File: config.mk
export PLATFORM = sky130hd
export DESIGN_NAME = rmbd_ctrl
export DESIGN_NICKNAME = d
export VERILOG_FILES = /design/src/rtl/rmbd_pkg.sv /design/src/rtl/rmbd_ctrl.sv
export SDC_FILE = /design/constraint.sdc
export NUM_CORES = 1
export LEC_CHECK = 0
export ABC_AREA = 1
export BUFFER_PORTS_ARGS = -buffer_cell sky130_fd_sc_hd__buf_2
export CORE_AREA = 5 5 42 44
export CTS_CLUSTER_SIZE = 20
export DETAILED_ROUTE_END_ITERATION = 10
export DIE_AREA = 0 0 47 49
export GPL_TIMING_DRIVEN = 1
export PLACE_DENSITY = 0.66
export SLEW_MARGIN = 0
export SYNTH_ARGS = -nofsm -noshare
export SYNTH_HDL_FRONTEND = slang
export SYNTH_SLANG_ARGS = --single-unit
export TNS_END_PERCENT = 30
File: constraint.sdc
create_clock -name clock -period 1.5 [get_ports clock]
set_input_delay 0.075 -clock clock [delete_from_list [all_inputs] [get_ports clock]]
set_output_delay 0.075 -clock clock [all_outputs]
set_load 0.005 [all_outputs]
File: src/rtl/rmbd_pkg.sv
package rmbd_pkg;

   // Image and binning geometry.
   localparam int BIN_SIZE     = 5;
   localparam int IMAGE_WIDTH  = 320;
   localparam int IMAGE_HEIGHT = 240;
   localparam int BIN_COLS     = IMAGE_WIDTH / BIN_SIZE;
   localparam int BIN_ROWS     = IMAGE_HEIGHT / BIN_SIZE;
   localparam int BIN_COUNT    = BIN_COLS * BIN_ROWS;
   localparam int BIN_AREA     = BIN_SIZE * BIN_SIZE;
   localparam int ADDR_W       = $clog2(BIN_COUNT);

   // Field widths.
   localparam int BIN_W   = 13;
   localparam int PIX_W   = 8;
   localparam int GRAY_W  = 8;
   localparam int COORD_W = 9;
   localparam int RATIO_W = 6;

   // Divider sizing: numerator is bin*255, denominator is BIN_AREA*peak.
   localparam int NUM_W   = BIN_W + GRAY_W;
   localparam int DEN_W   = PIX_W + $clog2(BIN_AREA + 1);
   localparam int DIV_W   = ((NUM_W > DEN_W + GRAY_W) ? NUM_W : DEN_W + GRAY_W) + 1;
   localparam int BITIDX_W = $clog2(GRAY_W);

   // Reciprocal used to divide a coordinate by the bin size.
   localparam int RECIP_SHIFT = COORD_W;
   localparam int RECIP       = (1 << RECIP_SHIFT) / BIN_SIZE;
   localparam int RECIP_W     = RECIP_SHIFT + 1;

   // Register reset values.
   localparam logic [RATIO_W-1:0] RATIO_RESET  = RATIO_W'(12);
   localparam logic [PIX_W-1:0]   OFFSET_RESET = PIX_W'(10);

   // Configuration register indexes.
   localparam logic CSR_RATIO  = 1'b0;
   localparam logic CSR_OFFSET = 1'b1;

   // Request codes.
   localparam logic [1:0] REQ_ACCUM = 2'd0;
   localparam logic [1:0] REQ_READ  = 2'd1;
   localparam logic [1:0] REQ_CLEAR = 2'd2;

   typedef struct packed {
      logic [1:0]         req_type;
      logic [COORD_W-1:0] pix_x;
      logic [7:0]         pix_y;
      logic [PIX_W-1:0]   red;
      logic [PIX_W-1:0]   green;
      logic [PIX_W-1:0]   blue;
      logic [5:0]         bin_x;
      logic [5:0]         bin_y;
   } req_payload_type;

   typedef struct packed {
      logic [GRAY_W-1:0] gray;
      logic [PIX_W-1:0]  peak_red;
   } rsp_payload_type;

   // Commands from the controller to the datapath.
   typedef struct packed {
      logic                req_load;
      logic                clr_start;
      logic                clr_write;
      logic                rd_bin;
      logic                pix_write;
      logic                div_init;
      logic                div_step;
      logic [BITIDX_W-1:0] div_bit;
      logic                out_load;
   } ctl_cmd_type;

   // Status from the datapath to the controller.
   typedef struct packed {
      logic clr_last;
      logic pix_hit;
      logic out_full;
   } dp_status_type;

   // Quotient of a coordinate by the bin size, by reciprocal and one correction.
   function automatic logic [COORD_W-1:0] bin_div(input logic [COORD_W-1:0] x);
      logic [COORD_W+RECIP_W-1:0] prod;
      logic [COORD_W-1:0]         q;
      logic [COORD_W+4:0]         back;
      logic [COORD_W+4:0]         rem;
      prod = (COORD_W + RECIP_W)'(x) * (COORD_W + RECIP_W)'(RECIP);
      q    = COORD_W'(prod >> RECIP_SHIFT);
      back = (COORD_W + 5)'(q) * (COORD_W + 5)'(BIN_SIZE);
      rem  = (COORD_W + 5)'(x) - back;
      if (rem >= (COORD_W + 5)'(BIN_SIZE)) begin
         q = q + COORD_W'(1);
      end
      return q;
   endfunction

endpackage

File: src/rtl/rmbd_ctrl.sv
module rmbd_ctrl import rmbd_pkg::*; (
   input  logic          clock,
   input  logic          reset,
   input  logic          req_valid,
   input  logic [1:0]    req_type,
   output logic          req_ready,
   input  dp_status_type status,
   output ctl_cmd_type   cmd
);

   typedef enum logic [2:0] {
      ST_CLEAR,
      ST_IDLE,
      ST_PIX_RD,
      ST_PIX_WR,
      ST_BIN_RD,
      ST_DIV_INIT,
      ST_DIV,
      ST_OUT
   } state_type;

   state_type           state_ff;
   state_type           state_in;
   logic [BITIDX_W-1:0] bit_ff;
   logic [BITIDX_W-1:0] bit_in;

   // Next state and commands.
   always_comb begin
      state_in    = state_ff;
      bit_in      = bit_ff;
      cmd         = '0;
      cmd.div_bit = bit_ff;
      req_ready   = 1'b0;
      unique case (state_ff)
         ST_CLEAR: begin
            cmd.clr_write = 1'b1;
            if (status.clr_last) begin
               state_in = ST_IDLE;
            end
         end
         ST_IDLE: begin
            req_ready = 1'b1;
            if (req_valid) begin
               cmd.req_load = 1'b1;
               unique case (req_type)
                  REQ_ACCUM: state_in = ST_PIX_RD;
                  REQ_READ:  state_in = ST_BIN_RD;
                  REQ_CLEAR: begin
                     cmd.clr_start = 1'b1;
                     state_in      = ST_CLEAR;
                  end
                  default:   state_in = ST_IDLE;
               endcase
            end
         end
         ST_PIX_RD: begin
            state_in = status.pix_hit ? ST_PIX_WR : ST_IDLE;
         end
         ST_PIX_WR: begin
            cmd.pix_write = 1'b1;
            state_in      = ST_IDLE;
         end
         ST_BIN_RD: begin
            cmd.rd_bin = 1'b1;
            state_in   = ST_DIV_INIT;
         end
         ST_DIV_INIT: begin
            cmd.div_init = 1'b1;
            bit_in       = BITIDX_W'(GRAY_W - 1);
            state_in     = ST_DIV;
         end
         ST_DIV: begin
            cmd.div_step = 1'b1;
            if (bit_ff == '0) begin
               state_in = ST_OUT;
            end else begin
               bit_in = bit_ff - BITIDX_W'(1);
            end
         end
         ST_OUT: begin
            if (!status.out_full) begin
               cmd.out_load = 1'b1;
               state_in     = ST_IDLE;
            end
         end
         default: state_in = ST_IDLE;
      endcase
   end

   // State register; reset starts the clearing sweep.
   always_ff @(posedge clock) begin
      if (reset) begin
         state_ff <= ST_CLEAR;
         bit_ff   <= '0;
      end else begin
         state_ff <= state_in;
         bit_ff   <= bit_in;
      end
   end

endmodule

==> flow_summary.ini <==
[cells_and_area]
multiInputGateArea_um2 = 310
n_fill_cell = 150
final_area_um2 = 639
regArea_um2 = 123
instances_no_fill = 111
synthToLayoutAreaGrowth_pct = 23.1
antennaDiodeCount = 0
drive_above_1_share = 0.379
fin_nets = 107

[timing]
worst_pin_slew_ns = 0.312
period_needed_ns = 1.27
grt_setup_unrepaired = false
timing.fmax_mhz = 788
slew_violations = 0
skew_ns = 0.00184
hold_viol = 0
setup_tns_ns = 0
setup_viol = 0
fin_crit_sh = 0.846
whs_ns = 0.0635
slew_headroom = 0.792

[pwr]
peakVddDrop_mv = 0.333
power.leakage_nw = 0.336
pwr_density_cell_mw_per_mm2 = 665

[critical_path]
crit_start = state_ff[2]
required_ns = 1.42
startpoint_type = flop
reg2reg_from = bit_ff[0]
critPathCaptureType = output pin
cp_data_arrival_time_ns = 1.19
worst-path-max-fanout = 8
crit_type = reg -> out

[place]
place_inst = 108
placed_area_um2 = 608
routabilityCongestion = 0.727
portBuffers = 19
dp_hpwl_um = 933

[synth]
ys_seq_area_frac = 0.231
synth_top_area_cell = dfxtp_1
synth_cell_types = 21
yosys-top-cells-area = dfxtp_1 (23%), inv_1 (8.7%), nand2_1 (8.0%), nor2_1 (7.2%), buf_6 (6.5%)
synth_top_area_share = 0.231
synth_area_um2 = 519
synth-seq-cells = 6
syn_inst = 75
syn-num-nets = 85
synth_commonest_cells = inv_1 (12), nand2_1 (11), nor2_1 (10)
yosys_most_used_dff = dfxtp_1
avgSynthCellArea_um2 = 6.92
yosysMostFrequentCell = inv_1
synth_edf_count = 0
yosysWarningCount = 0
synthArstFlopShare = 0

[routing]
vias = 536
drc = 0
final_antenna_net_count = 0
wl_per_cell_um = 10.5
routed_wl_um = 1160
drtPass1Iterations = 4
routed_via_density = 4.83
drt-initial-drc-count = 6

[cts]
cts_tree = built
clockBufferDepth = 2
clk_transition_reported_paths_ns = 0.05
htree_levels = 1
root_buffer = clkbuf_4
cts_sinks = 6
numCtsBuffers = 3
clkLatencyLatePin_ns = 0.24

[floorplan]
ios = 20
die_y_um = 49
fp.dieArea_mm2 = 0.00230
start_util = 0.371
die_x_um = 47
std_cell_rows = 14
core_mm2 = 0.00140

[run]
cap_violations = 0

[global_route]
antenna_found_initial = 0
grt_max_degree = 11
grt_pass1_vias = 534
grt.total_usage = 0.125
grt_pass1_wl_um = 2130
grt_overflow_total = 0

[hold_path]
hold_path.class = in -> reg
hp-start = reset

[outcome]
outcome = finished, final reports clean
-- final timing paths --
check	to	slack, ns	cells past startpoint
worst max-delay path	cmd[9]	0.23	4
worst min-delay path	state_ff[1]	0.06	2
worst max register to register	state_ff[0]	0.34	7
worst min register to register	bit_ff[0]	0.50	2
-- layer usage --
layer  share of wire  global-route usage  wire length (µm)  vias to the layer above
li1                -                   -                 -                      277
met1            0.41               0.143               470                      239
met2            0.51               0.195               596                       13
met3           0.045              0.0332                52                        7
met4           0.034              0.0783                40                        0
met5               0                   0                 0                        -
-- cells by family (layout without fill, tap and decap cells) --
family,count (synthesis),after routing,synth area share
flops,6,6,0.231
fa+ha+maj,2,2,0.0482
xor+xnor,1,1,0.0169
buf+inv,18,38,0.183
compound gates,7,7,0.0723
simple gates,41,41,0.448
-- what timing repair did --
action | 4_1_cts | 5_1_grt
hold buffers | 0 | 0
setup endpoints to repair | 0 | 1
setup buffers | 0 | 0
gates resized for setup | 0 | 3
-- power by group --
part           switching, mW  internal (mW)  total (mW)
sequential            0.0165          0.166       0.183
clock                 0.0613         0.0907       0.152
combinational         0.0513         0.0388      0.0901
-- per-stage QoR --
stage | util | worst slack [ns] | power (mW)
floorplan | - | 0.418 | 0.248
global placement | 0.434 | 0.223 | 0.273
detailed placement | 0.434 | 0.266 | 0.274
CTS | 0.450 | 0.0995 | 0.426
global route | 0.456 | 0.0940 | 0.455
finish | 0.456 | 0.230 | 0.425
-- worst max-delay path, stage by stage (launching register included) --
cell,delay (ns)
dfxtp_1,0.39
nor2_4,0.17
nand2_1,0.10
nor4_2,0.14
buf_2,0.15
-- cell type report --
type	instances	share of cell area
sequential	6	0.192
inverter	15	0.0959
timing repair buffer	20	0.160
multi-input combinational	51	0.485
clock buffer	3	0.0352
tap	16	0.0313
-- layout by cell type, fill, tap and decap left out, types with 3 or more instances in the layout --
cell type / Yosys / routed
nand2_1: 11 / 11
clkbuf_4: 0 / 3
dfxtp_1: 6 / 4
buf_2: 0 / 19
a21oi_1: 3 / 3
nor2_1: 10 / 10
inv_1: 12 / 12
nor2_4: 3 / 3
nor3_1: 5 / 5
nand3_1: 5 / 5
-- flip-flops by register name, indices dropped and copies added, names as in the netlist --
signal,count
bit_ff,3
state_ff,3
(Power assumes the default switching activity.)
